[src/rtl/core/dstq_pkg.sv]
// Shared types and constants for the deadline sorted timer queue.
package dstq_pkg;

	localparam int DEPTH_DEF     = 16;
	localparam int TIME_BITS_DEF = 48;
	localparam int NEXT_BITS     = 48;
	localparam logic [15:0] SLACK_RESET = 16'd200;

	typedef enum logic [1:0] {
		OP_ADD  = 2'd0,
		OP_RUN  = 2'd1,
		OP_DEL  = 2'd2,
		OP_SETI = 2'd3
	} op_t;

	typedef enum logic [2:0] {
		ST_EXPIRED   = 3'd0,
		ST_RUN_DONE  = 3'd1,
		ST_ADDED     = 3'd2,
		ST_FULL      = 3'd3,
		ST_DELETED   = 3'd4,
		ST_NOT_FOUND = 3'd5,
		ST_IVL_SET   = 3'd6,
		ST_IVL_MISS  = 3'd7
	} status_t;

	typedef struct packed {
		logic [1:0]  operation;
		logic [7:0]  timer_id;
		logic [31:0] delay_ticks;
		logic        repeat_req;
		logic [47:0] now;
	} in_item_t;

	typedef struct packed {
		logic [2:0]  status;
		logic [7:0]  expired_id;
		logic [47:0] next_delay;
		logic        last;
	} out_item_t;

endpackage

[src/rtl/core/deadline_sorted_timer_queue.sv]
// Top level of the deadline sorted timer queue: sequencer around the entry memory.
// Add, delete and set interval search one entry per cycle; each shifted entry is read, then
// written at its neighbor. A run scans each entry in a read and a write state, emits one
// expiry per cycle while the output is not stalled and reinserts each repeating one like an add.
// Throughput: one operation at a time; the next transfer waits for the last result.
// Reset clears the entry count and restores slack_ticks to 200; the memory is not cleared.
module deadline_sorted_timer_queue
	import dstq_pkg::*;
#(
	parameter int DEPTH     = DEPTH_DEF,
	parameter int TIME_BITS = TIME_BITS_DEF
) (
	input  logic      clk,
	input  logic      arst_n,
	input  logic      in_valid,
	output logic      in_ready,
	input  in_item_t  in_data,
	output logic      out_valid,
	input  logic      out_ready,
	output out_item_t out_data,
	input  logic      cfg_valid,
	output logic      cfg_ready,
	input  logic [15:0] cfg_data
);

	localparam int AW = $clog2(DEPTH);
	localparam int CW = $clog2(DEPTH + 1);
	localparam int EW = TIME_BITS + 32 + 8 + 1;
	localparam logic [TIME_BITS-1:0] TMAX = '1;

	typedef struct packed {
		logic [TIME_BITS-1:0] deadline;
		logic [31:0]          interval;
		logic [7:0]           id;
		logic                 rep;
	} entry_t;

	typedef enum logic [3:0] {
		S_IDLE, S_FIND, S_FIND_W, S_SHIFT_R, S_SHIFT_W, S_PUT, S_SETI,
		S_RUN_R, S_RUN_W, S_EMIT, S_CMP_R, S_CMP_W, S_HEAD_R, S_HEAD_W, S_OUT
	} state_t;

	state_t           state_q;
	in_item_t         req_q;
	logic [15:0]      slack_q;
	logic [CW-1:0]    count_q;
	logic [CW-1:0]    idx_q;
	logic [CW-1:0]    k_q;
	logic [CW-1:0]    ri_q;
	logic [CW-1:0]    pos_q;
	logic             del_q;
	logic             torun_q;
	entry_t           ins_q;
	logic [TIME_BITS-1:0] t_q;
	entry_t           fired_q [DEPTH];
	out_item_t        out_q;
	logic             out_v_q;

	logic             we;
	logic [AW-1:0]    waddr, raddr;
	entry_t           wdata, rd;
	logic [EW-1:0]    rbits;

	dstq_store #(.DEPTH(DEPTH), .WIDTH(EW)) u_store (
		.clk(clk), .we(we), .waddr(waddr), .wdata(wdata),
		.raddr(raddr), .rdata(rbits)
	);
	assign rd = entry_t'(rbits);

	function automatic logic [TIME_BITS-1:0] sat_add(logic [TIME_BITS-1:0] a,
		logic [31:0] b);
		logic [TIME_BITS:0] s;
		s = {1'b0, a} + {{(TIME_BITS-31){1'b0}}, b};
		return s[TIME_BITS] ? TMAX : s[TIME_BITS-1:0];
	endfunction

	logic [TIME_BITS-1:0] now_t;
	logic [TIME_BITS:0]   diff;
	logic                 rd_expired;
	logic [TIME_BITS-1:0] hd;
	logic [TIME_BITS:0]   hdiff;
	logic                 find_more;

	// The time field may be wider or narrower than 48 bits; truncate or extend.
	always_comb begin
		now_t = '0;
		for (int b = 0; b < TIME_BITS; b++) begin
			if (b < 48) now_t[b] = req_q.now[b];
		end
		diff = {1'b0, rd.deadline} - {1'b0, t_q};
		rd_expired = (rd.deadline <= t_q) ||
			(diff[TIME_BITS-1:0] <= {{(TIME_BITS-16){1'b0}}, slack_q});
		hd = rd.deadline;
		hdiff = {1'b0, hd} - {1'b0, t_q};
		// The search goes on past the entry that is being looked at.
		if (op_t'(req_q.operation) == OP_ADD || op_t'(req_q.operation) == OP_RUN) begin
			find_more = (idx_q < count_q) && (rd.deadline <= ins_q.deadline);
		end else begin
			find_more = (idx_q < count_q) && (rd.id != req_q.timer_id);
		end
	end

	assign in_ready  = (state_q == S_IDLE) && !out_v_q;
	assign cfg_ready = (state_q == S_IDLE);
	assign out_valid = out_v_q;
	assign out_data  = out_q;

	// Memory port control; the read data for an address arrives on the next cycle.
	always_comb begin
		we    = 1'b0;
		waddr = idx_q[AW-1:0];
		wdata = rd;
		raddr = idx_q[AW-1:0];
		unique case (state_q)
			// While the search goes on, the next entry is fetched.
			S_FIND_W: if (find_more) raddr = AW'(idx_q + CW'(1));
			S_SHIFT_W: begin
				we = 1'b1;
				if (del_q) waddr = AW'(idx_q - CW'(1));
				else       waddr = AW'(idx_q + CW'(1));
			end
			S_RUN_W: begin
				we = (k_q != '0);
				waddr = AW'(idx_q - k_q);
			end
			S_PUT: begin
				we = 1'b1;
				waddr = pos_q[AW-1:0];
				wdata = ins_q;
			end
			S_SETI: begin
				we = 1'b1;
				wdata = rd;
				wdata.interval = req_q.delay_ticks;
			end
			S_HEAD_R: raddr = '0;
			default: ;
		endcase
	end

	function automatic out_item_t mk(status_t st, logic [7:0] id,
		logic [47:0] nd, logic lst);
		out_item_t o;
		o.status = st; o.expired_id = id; o.next_delay = nd; o.last = lst;
		return o;
	endfunction

	always_ff @(posedge clk or negedge arst_n) begin
		if (!arst_n) begin
			state_q <= S_IDLE;
			slack_q <= SLACK_RESET;
			count_q <= '0;
			out_v_q <= 1'b0;
		end else begin
			if (out_v_q && out_ready) out_v_q <= 1'b0;
			unique case (state_q)
				S_IDLE: begin
					if (cfg_valid) slack_q <= cfg_data;
					if (in_valid && in_ready) begin
						req_q <= in_data;
						idx_q <= '0;
						unique case (op_t'(in_data.operation))
							OP_ADD: begin
								state_q <= S_FIND;
								del_q   <= 1'b0;
							end
							OP_RUN: begin
								k_q <= '0;
								state_q <= S_HEAD_R;
								torun_q <= 1'b1;
							end
							default: begin
								state_q <= S_FIND;
								del_q   <= 1'b1;
							end
						endcase
					end
				end
				// Search: add looks for the insert point, delete and set interval for the id.
				S_FIND: begin
					if (op_t'(req_q.operation) == OP_ADD) begin
						ins_q.deadline <= sat_add(now_t, req_q.delay_ticks);
						ins_q.interval <= req_q.delay_ticks;
						ins_q.id  <= req_q.timer_id;
						ins_q.rep <= req_q.repeat_req;
						if (count_q >= CW'(DEPTH)) begin
							out_q <= mk(ST_FULL, req_q.timer_id, '0, 1'b1);
							state_q <= S_OUT;
						end else begin
							state_q <= S_FIND_W;
						end
					end else if (idx_q >= count_q) begin
						out_q <= mk(op_t'(req_q.operation) == OP_DEL ? ST_NOT_FOUND
							: ST_IVL_MISS, req_q.timer_id, '0, 1'b1);
						state_q <= S_OUT;
					end else begin
						state_q <= S_FIND_W;
					end
				end
				S_FIND_W: begin
					if (op_t'(req_q.operation) == OP_ADD || op_t'(req_q.operation) == OP_RUN)
					begin
						if (idx_q >= count_q || rd.deadline > ins_q.deadline) begin
							pos_q <= idx_q;
							if (idx_q == count_q) begin
								state_q <= S_PUT;
							end else begin
								idx_q <= count_q - CW'(1);
								state_q <= S_SHIFT_R;
							end
						end else begin
							idx_q <= idx_q + CW'(1);
							state_q <= S_FIND_W;
						end
					end else if (idx_q >= count_q) begin
						out_q <= mk(op_t'(req_q.operation) == OP_DEL ? ST_NOT_FOUND
							: ST_IVL_MISS, req_q.timer_id, '0, 1'b1);
						state_q <= S_OUT;
					end else if (rd.id == req_q.timer_id) begin
						if (op_t'(req_q.operation) == OP_SETI) begin
							state_q <= S_SETI;
						end else begin
							idx_q <= idx_q + CW'(1);
							state_q <= S_SHIFT_R;
						end
					end else begin
						idx_q <= idx_q + CW'(1);
					end
				end
				// Shift entries one at a time: read, then write at the neighbor.
				S_SHIFT_R: begin
					if (del_q && idx_q >= count_q) begin
						count_q <= count_q - CW'(1);
						out_q <= mk(ST_DELETED, req_q.timer_id, '0, 1'b1);
						state_q <= S_OUT;
					end else begin
						state_q <= S_SHIFT_W;
					end
				end
				S_SHIFT_W: begin
					if (del_q) begin
						idx_q <= idx_q + CW'(1);
						state_q <= S_SHIFT_R;
					end else if (idx_q == pos_q) begin
						state_q <= S_PUT;
					end else begin
						idx_q <= idx_q - CW'(1);
						state_q <= S_SHIFT_R;
					end
				end
				S_PUT: begin
					count_q <= count_q + CW'(1);
					if (op_t'(req_q.operation) == OP_RUN) begin
						ri_q <= ri_q + CW'(1);
						state_q <= S_CMP_R;
					end else begin
						out_q <= mk(ST_ADDED, req_q.timer_id, '0, 1'b1);
						state_q <= S_OUT;
					end
				end
				S_SETI: begin
					out_q <= mk(ST_IVL_SET, req_q.timer_id, '0, 1'b1);
					state_q <= S_OUT;
				end
				// Run: fetch head to settle the run time and scan expiries; later, to report the next delay.
				S_HEAD_R: begin
					if (count_q == '0 && torun_q) begin
						out_q <= mk(ST_RUN_DONE, '0, '0, 1'b1);
						state_q <= S_OUT;
					end else begin
						state_q <= S_HEAD_W;
					end
				end
				S_HEAD_W: begin
					if (torun_q) begin
						torun_q <= 1'b0;
						t_q <= (now_t == '0) ? rd.deadline : now_t;
						idx_q <= '0;
						state_q <= S_RUN_R;
					end else if (!out_v_q || out_ready) begin
						// The last expiry must have left the output register first.
						logic [47:0] nd;
						nd = '0;
						if (now_t != '0 && count_q != '0) begin
							if (hd <= t_q) nd = 48'd1;
							else if (TIME_BITS > 48 && |(hdiff[TIME_BITS-1:0] >> 48))
								nd = '1;
							else nd = 48'(hdiff[TIME_BITS-1:0]);
						end
						out_q <= mk(ST_RUN_DONE, '0, nd, 1'b1);
						state_q <= S_OUT;
					end
				end
				S_RUN_R: begin
					if (idx_q >= count_q) begin
						count_q <= count_q - k_q;
						ri_q <= '0;
						idx_q <= '0;
						state_q <= S_EMIT;
					end else begin
						state_q <= S_RUN_W;
					end
				end
				// Each entry read is either taken as expired or moved down by k.
				S_RUN_W: begin
					if (k_q == idx_q && rd_expired) begin
						fired_q[k_q[AW-1:0]] <= rd;
						k_q <= k_q + CW'(1);
					end
					idx_q <= idx_q + CW'(1);
					state_q <= S_RUN_R;
				end
				S_EMIT: begin
					if (!out_v_q || out_ready) begin
						if (idx_q < k_q) begin
							out_q <= mk(ST_EXPIRED, fired_q[idx_q[AW-1:0]].id, '0, 1'b0);
							out_v_q <= 1'b1;
							idx_q <= idx_q + CW'(1);
						end else begin
							state_q <= S_CMP_R;
						end
					end
				end
				// Reinsert repeating expiries in order through the add path.
				S_CMP_R: begin
					if (ri_q >= k_q) begin
						state_q <= S_HEAD_R;
					end else if (!fired_q[ri_q[AW-1:0]].rep) begin
						ri_q <= ri_q + CW'(1);
					end else begin
						ins_q <= fired_q[ri_q[AW-1:0]];
						ins_q.deadline <= sat_add(fired_q[ri_q[AW-1:0]].deadline,
							fired_q[ri_q[AW-1:0]].interval);
						del_q <= 1'b0;
						idx_q <= '0;
						state_q <= S_CMP_W;
					end
				end
				S_CMP_W: state_q <= S_FIND_W;
				S_OUT: begin
					if (!out_v_q || out_ready) begin
						out_v_q <= 1'b1;
						state_q <= S_IDLE;
					end
				end
				default: state_q <= S_IDLE;
			endcase
		end
	end

`ifndef SYNTHESIS
	a_count_bound: assert property (@(posedge clk) disable iff (!arst_n)
		count_q <= CW'(DEPTH)) else $error("entry count exceeds depth");
	a_no_accept_busy: assert property (@(posedge clk) disable iff (!arst_n)
		(in_valid && in_ready) |=> !in_ready) else $error("accepted while busy");
	a_out_hold: assert property (@(posedge clk) disable iff (!arst_n)
		(out_valid && !out_ready) |=> (out_valid && $stable(out_data)))
		else $error("result changed while stalled");
`endif

endmodule

[src/rtl/core/dstq_store.sv]
// Entry memory of the timer queue: one write port, one registered read port.
module dstq_store #(
	parameter int DEPTH = 16,
	parameter int WIDTH = 89
) (
	input  logic                     clk,
	input  logic                     we,
	input  logic [$clog2(DEPTH)-1:0] waddr,
	input  logic [WIDTH-1:0]         wdata,
	input  logic [$clog2(DEPTH)-1:0] raddr,
	output logic [WIDTH-1:0]         rdata
);

	logic [WIDTH-1:0] mem [DEPTH];

	always_ff @(posedge clk) begin
		if (we) begin
			mem[waddr] <= wdata;
		end
		rdata <= mem[raddr];
	end

endmodule
[config.mk]
export PLATFORM = sky130hd
export DESIGN_NAME = deadline_sorted_timer_queue
export DESIGN_NICKNAME = d
export VERILOG_FILES = /design/src/rtl/core/dstq_pkg.sv /design/src/rtl/core/deadline_sorted_timer_queue.sv /design/src/rtl/core/dstq_store.sv
export SDC_FILE = /design/constraint.sdc
export NUM_CORES = 2
export LEC_CHECK = 0
export BUFFER_PORTS_ARGS = -buffer_cell sky130_fd_sc_hd__clkbuf_2
export CORE_UTILIZATION = 30
export DETAILED_ROUTE_END_ITERATION = 10
export GPL_TIMING_DRIVEN = 0
export PLACE_DENSITY_LB_ADDON = 0.12
export SLEW_MARGIN = 10
export SYNTH_ARGS = -nofsm -noshare
export SYNTH_HDL_FRONTEND = slang
export SYNTH_SLANG_ARGS = --single-unit
[constraint.sdc]
create_clock -name clk -period 11.86 [get_ports clk]
set_input_delay 1.779 -clock clk [delete_from_list [all_inputs] [get_ports clk]]
set_output_delay 1.779 -clock clk [all_outputs]
set_load 0.02 [all_outputs]
### Yosys cells after proc, flatten, opt, wreduce, memory -nomap -nowiden

Memories as Yosys holds them, arrays and structs flattened. A register that Yosys moved wholly into a read port is not among the register bits.
Cells that the tools add are included.

| word-level totals | value |
|---|---|
| register bits | 336 |
| bits in latches | 0 |
| bits in writable memories | 2,848 |
| memory bits (read-only) | 0 |
| bits of input ports | 112 |
| word-level logic and storage cells | 244 |
| memories | 2 |

Memory list:

| name | depth | bits a word | read ports | clocked after memory_dff | wr ports | RTL line | source |
|---|---|---|---|---|---|---|---|
| fired_q | 16 | 89 | 2 | 2 | 1 | deadline_sorted_timer_queue.sv:55 | `entry_t fired_q [DEPTH];` |
| u_store.mem | 16 | 89 | 1 | 1 | 1 | dstq_store.sv:14 | `logic [WIDTH-1:0] mem [DEPTH];` |

| operators by class | value |
|---|---|
| add/sub/neg operators | 11 |
| multipliers | 0 |
| div/mod/pow operators | 0 |
| order comparisons | 9 |
| equal/unequal tests | 52 |
| shift-type cells | 0 |
| muxes and demuxes | 101 |
| bitwise operators | 0 |
| reductions and logical operators | 45 |

Operators by type and width:

| cell | count |
|---|---|
| $mux 60 | 11 |
| $pmux 60 s8 | 1 |
| $pmux 89 s2 | 2 |
| $mux 89 | 3 |
| $mux 48 | 5 |
| $mux 5 | 23 |
| $add 48x32->49 | 2 |
| $le 48x48->1 | 2 |
| $mux 4 | 21 |
| $pmux 4 s15 | 1 |
| $gt 48x48->1 | 1 |
| $le 48x16->1 | 1 |
| $logic_not 48->1 | 1 |
| $reduce_bool 48->1 | 1 |
| $sub 48x48->48 | 1 |
| $pmux 5 s8 | 1 |
| $ne 2x2->1 const B | 19 |
| $pmux 5 s3 | 2 |
| $eq 4x4->1 const B | 7 |
| $add 5x1->5 const B | 4 |
| $eq 4x3->1 const B | 4 |
| $mux 1 | 16 |
| $reduce_bool 8->1 | 2 |
| $eq 5x5->1 | 3 |
| other kinds (39) | 84 |

### Longest topological paths before layout

| logic depth | value |
|---|---|
| depth after elaboration | 8 |
| mapped depth | 25 |
| mapped depth without buffers | 22 |

### Cells and area by module

From an unflattened synthesis, not the netlist that was laid out.

| second synthesis, totals | value |
|---|---|
| cell total of the unflattened synthesis | 7,024 |
| area, all modules | 134,645.4 um^2 |

Modules (own cells, without submodules):

| module | instances | cells each | area an instance (um^2) |
|---|---|---|---|
| deadline_sorted_timer_queue | 1 | 4,742 | 79,623.9 |
| dstq_store | 1 | 2,282 | 55,021.5 |

### Least setup slack after synthesis

OpenSTA, ideal clock, no wires.

| timing path | value |
|---|---|
| path type | input port to flip-flop |
| start | input arst_n |
| end | register req_q, in the netlist now_t[0] (enable) |
| library setup time | 0.764 ns |
| arrival | 10.509 ns |
| path slack | 0.587 ns |
| stages on the path | 2 |
| buffers on the path | 0 |
| cell sequence | inv_1 > nor4_1 |

| between the ends | value |
|---|---|
| word-level cells in the longest chain between the ends | 1 |

RTL lines:

| element | RTL line | source |
|---|---|---|
| start: declaration | deadline_sorted_timer_queue.sv:14 | `input logic arst_n,` |
| $reduce_and 3->1 (no line) | -- |  |
| end signal: assignment | deadline_sorted_timer_queue.sv:160 | `req_q <= in_data;` |
| end: declaration | deadline_sorted_timer_queue.sv:44 | `in_item_t req_q;` |

Every way passes these cells.
A chain may end at the register's enable or synchronous reset.

==> key figures <==
Run status
  • Status: complete, no violations

Floorplanning
  • CORE AREA: 0.445 mm^2
  • Die area: 0.450 mm^2
  • I/O pins: 175
  • Die Wd: 670 um
  • Starting density of the core: 0.301
  • Row count: 245
  • Die height: 670 um

GRT
  • Global routing's busiest layer: met2
  • Met1 usage: 0.269
  • Vias in the first global route: 77600
  • Largest net degree at the start of global routing: 35
  • Grt ovf: 0
  • Met3 usage: 0.0270
  • Tot GR Track Use: 0.202
  • Initial antenna violation count: 41
  • First-pass GRT wire length: 637 mm
  • Global routing met2 resource utilization: 0.343

Power
  • Switching Share: 0.375
  • Comb pwr share: 0.337
  • Clock network power share: 0.264
  • Leakage: 52.4 nW
  • Sequential share of power: 0.398
  • NetSw: 16.1 mW
  • Cell Pwr Density: 273 mW/mm^2
  • Total Power: 42.9 mW
  • Internal Power: 26.8 mW
  • VDD IR max: 136 uV

Yosys
  • Syn. warnings: 0
  • Netlist Area Pre-Place: 0.134 mm^2
  • Sequential share of the synthesized area: 0.727
  • EDFF count, synth: 3158
  • Syn_nets: 7927
  • Async SR Flop Fraction: 0.00792
  • Synth cell types: 84
  • Syn Area/Cell: 17.6 um^2
  • Synth Instances: 7607
  • Leading register cell type out of synthesis: edfxtp_1
  • Seq cells post-synth: 3281

Route
  • Routed Wire Length: 463 mm
  • Vias per cell: 5.17
  • WL/cell: 31.9 um
  • Number of remaining DRC errors: 0
  • DRT iter0 DRCs: 6987
  • Vias: 75200
  • Routed Antenna Nets: 0
  • DRT Pass-1 Iters: 6

Worst setup path
  • Crit start category: flop
  • CP arrival: 11.93 ns
  • Critical Path End Type: flop
  • Worst Path Required: 12.54 ns
  • Max FO, Critical Path: 10
  • Setup CP Type: reg -> reg

STA
  • Final period util: 0.948
  • Slew HR: 0.0637
  • Post-Route Skew: 0.0582 ns
  • Hold Slack: 0.507 ns
  • Fin. Hold Viols: 0
  • Fin. max-slew vios: 0
  • Worst slew pin tran: 1.40 ns
  • Fmax: 88.9 MHz
  • Setup WS post-layout: 0.614 ns
  • Final setup fails: 0
  • Unrepaired setup endpoints after global routing: false
  • Crit path time final: 11.25 ns

Clocking
  • Hold buffer count at cts: 0
  • Clock-pin slew on the worst setup and hold paths: 0.06 ns
  • Post-CTS sizing: 0
  • CTS max path bufs: 4
  • CTS Buf Count: 369
  • H-tree levels: 5
  • Setup bufs post-CTS: 0
  • Clk_lat worst skew: 0.97 ns
  • Num Clock Sinks: 3281
  • CTS tree: yes
  • Root buf cell: clkbuf_16

Layout
  • Filler instances: 42100
  • Fin nets: 8620
  • Multi-input gate area: 0.0344 mm^2
  • Area Growth Syn to Fin: 17.5%
  • Final Util: 0.354
  • Register Area: 0.0974 mm^2
  • Layout cells sized above 1: 0.189

Job
  • MaxCap Viol Count: 0

Place
  • Pre-CTS setup slack: 0.446 ns
  • IO buf count: 174
  • Gpl congestion: 0.920
  • Detailed placer's ending HPWL: 331 mm

Min path
  • Hold crit path type: reg -> reg
kinds of logic (layout without fill, tap and decap cells):
group           count (synthesis)  after routing  share of synthesized area
fa+ha+maj                     208            208                     0.0197
compound gates               1296           1296                     0.0728
other cells                     0             18                          0
flops                        3281           3281                      0.727
mux                           921            921                      0.115
simple gates                 1146           1146                     0.0368
buf+inv                       592           1578                     0.0184
xor+xnor                      163            163                     0.0106
cells in the final DEF (no fill, tap or decap), types with 113 or more instances in the layout:
master | Yosys | final
a21oi_1 | 190 | 190
clkbuf_2 | 0 | 196
mux4_2 | 486 | 486
nand2_1 | 343 | 343
a221oi_1 | 362 | 362
nor2_1 | 518 | 501
o21ai_0 | 128 | 127
edfxtp_1 | 3158 | 3158
clkbuf_1 | 235 | 302
inv_1 | 190 | 190
mux2i_1 | 358 | 357
a21o_1 | 113 | 113
clkbuf_16 | 0 | 373
ha_1 | 203 | 203
area by class of cell:
class / count / share of cell area
buffer: 401 / 0.0113
multi-input combinational: 3734 / 0.218
antenna: 18 / 0.000286
clock inverter: 201 / 0.0132
tap: 5928 / 0.0471
timing repair buffer: 322 / 0.0246
sequential: 3281 / 0.619
inverter: 191 / 0.00455
clock buffer: 463 / 0.0620
worst max-delay path, cell delays in order (launching register included):
cell	delay, ns
dfxtp_1	0.41
buf_2	0.33
buf_1	0.67
buf_2	0.44
buf_2	0.46
clkbuf_1	0.56
clkbuf_1	0.87
clkbuf_1	0.88
mux4_2	0.38
mux4_2	0.29
ha_1	0.18
inv_1	0.06
fa_1	0.48
nor2b_1	0.21
o21ai_0	0.13
a21boi_0	0.28
o2111ai_1	0.19
a2111oi_1	0.97
or2_2	0.28
a31oi_1	0.30
or3_1	0.45
o211ai_1	0.36
a31oi_1	0.47
buf_2	0.39
buf_2	0.33
a22oi_1	0.52
routing by layer:
metal	vias up	routed length, um
met5	-	24
met3	569	23900
met2	2275	227000
li1	32300	-
met4	4	14900
met1	40000	198000
cell usage after synthesis, drive strengths merged (6+ instances only):
| cell type | number | area share |
|---|---|---|
| a211o | 8 | 0.00052 |
| a211oi | 21 | 0.0012 |
| a21boi | 6 | 0.00034 |
| a21o | 113 | 0.0063 |
| a21oi | 191 | 0.0072 |
| a221oi | 362 | 0.024 |
| a22o | 39 | 0.0025 |
| a22oi | 88 | 0.0049 |
| a31oi | 24 | 0.0011 |
| and2 | 26 | 0.0012 |
| and3 | 31 | 0.0014 |
| and4 | 6 | 0.00039 |
| buf | 166 | 0.0065 |
| clkbuf | 235 | 0.0066 |
| dfrtp | 23 | 0.0043 |
| dfxtp | 97 | 0.014 |
| edfxtp | 3158 | 0.71 |
| ha | 203 | 0.019 |
| inv | 190 | 0.0053 |
| mux2 | 76 | 0.0064 |
| mux2i | 359 | 0.027 |
| mux4 | 486 | 0.082 |
| nand2 | 343 | 0.0096 |
| nand2b | 26 | 0.0012 |
| nand3 | 57 | 0.0021 |
| nand4 | 32 | 0.0015 |
| nor2 | 518 | 0.015 |
| nor2b | 29 | 0.0014 |
| nor3 | 34 | 0.0013 |
| nor4 | 24 | 0.0012 |
| o211a | 6 | 0.00045 |
| o211ai | 9 | 0.00050 |
| o21a | 23 | 0.0013 |
| o21ai | 129 | 0.0048 |
| o21bai | 20 | 0.0012 |
| o221ai | 91 | 0.0059 |
| o22a | 88 | 0.0057 |
| o22ai | 14 | 0.00065 |
| o31ai | 11 | 0.00065 |
| or3 | 9 | 0.00042 |
| xnor2 | 72 | 0.0047 |
| xor2 | 91 | 0.0059 |
power groups by stage:
stage	registers [mW]	logic [mW]	clock network, mW
floorplan	16.5	8.55	0
global placement	17.5	14.2	0
detailed placement	17.3	14.6	0
CTS	17.1	14.7	11.6
global route	17.2	15.6	12.0
finish	17.1	14.5	11.3
worst paths after layout:
kind                                 start    endpoint  slack (ns)  cells after the start
min in group asynchronous           arst_n  slack_q[4]        1.01                      1
worst min-delay path            slack_q[8]  slack_q[8]        0.51                      1
max in group asynchronous           arst_n   out_valid       10.17                      1
worst max-delay path                  flop   ins_q[69]        0.61                     25
worst min register to register  slack_q[8]  slack_q[8]        0.51                      1
worst max register to register        flop   ins_q[69]        0.61                     25
flip-flops by register name, indices dropped and copies added (netlist names), 43 cells and up, named ones only:
register	cells
fired_q	1424
t_q	48
u_store.rdata	89
now_t	48
req_q	43
u_store.mem	1424
ins_q	89
out_data	60
metrics by stage:
stage	TNS, ns	instance area (um^2)	cells
floorplan	0	134000	7607
CTS	0	157000	14500
global placement	-4040.90	142000	13700
global route	0	158000	14500
detailed placement	0	146000	13900
finish	0	158000	14500
No activity file was read; power rests on OpenSTA's default activity.
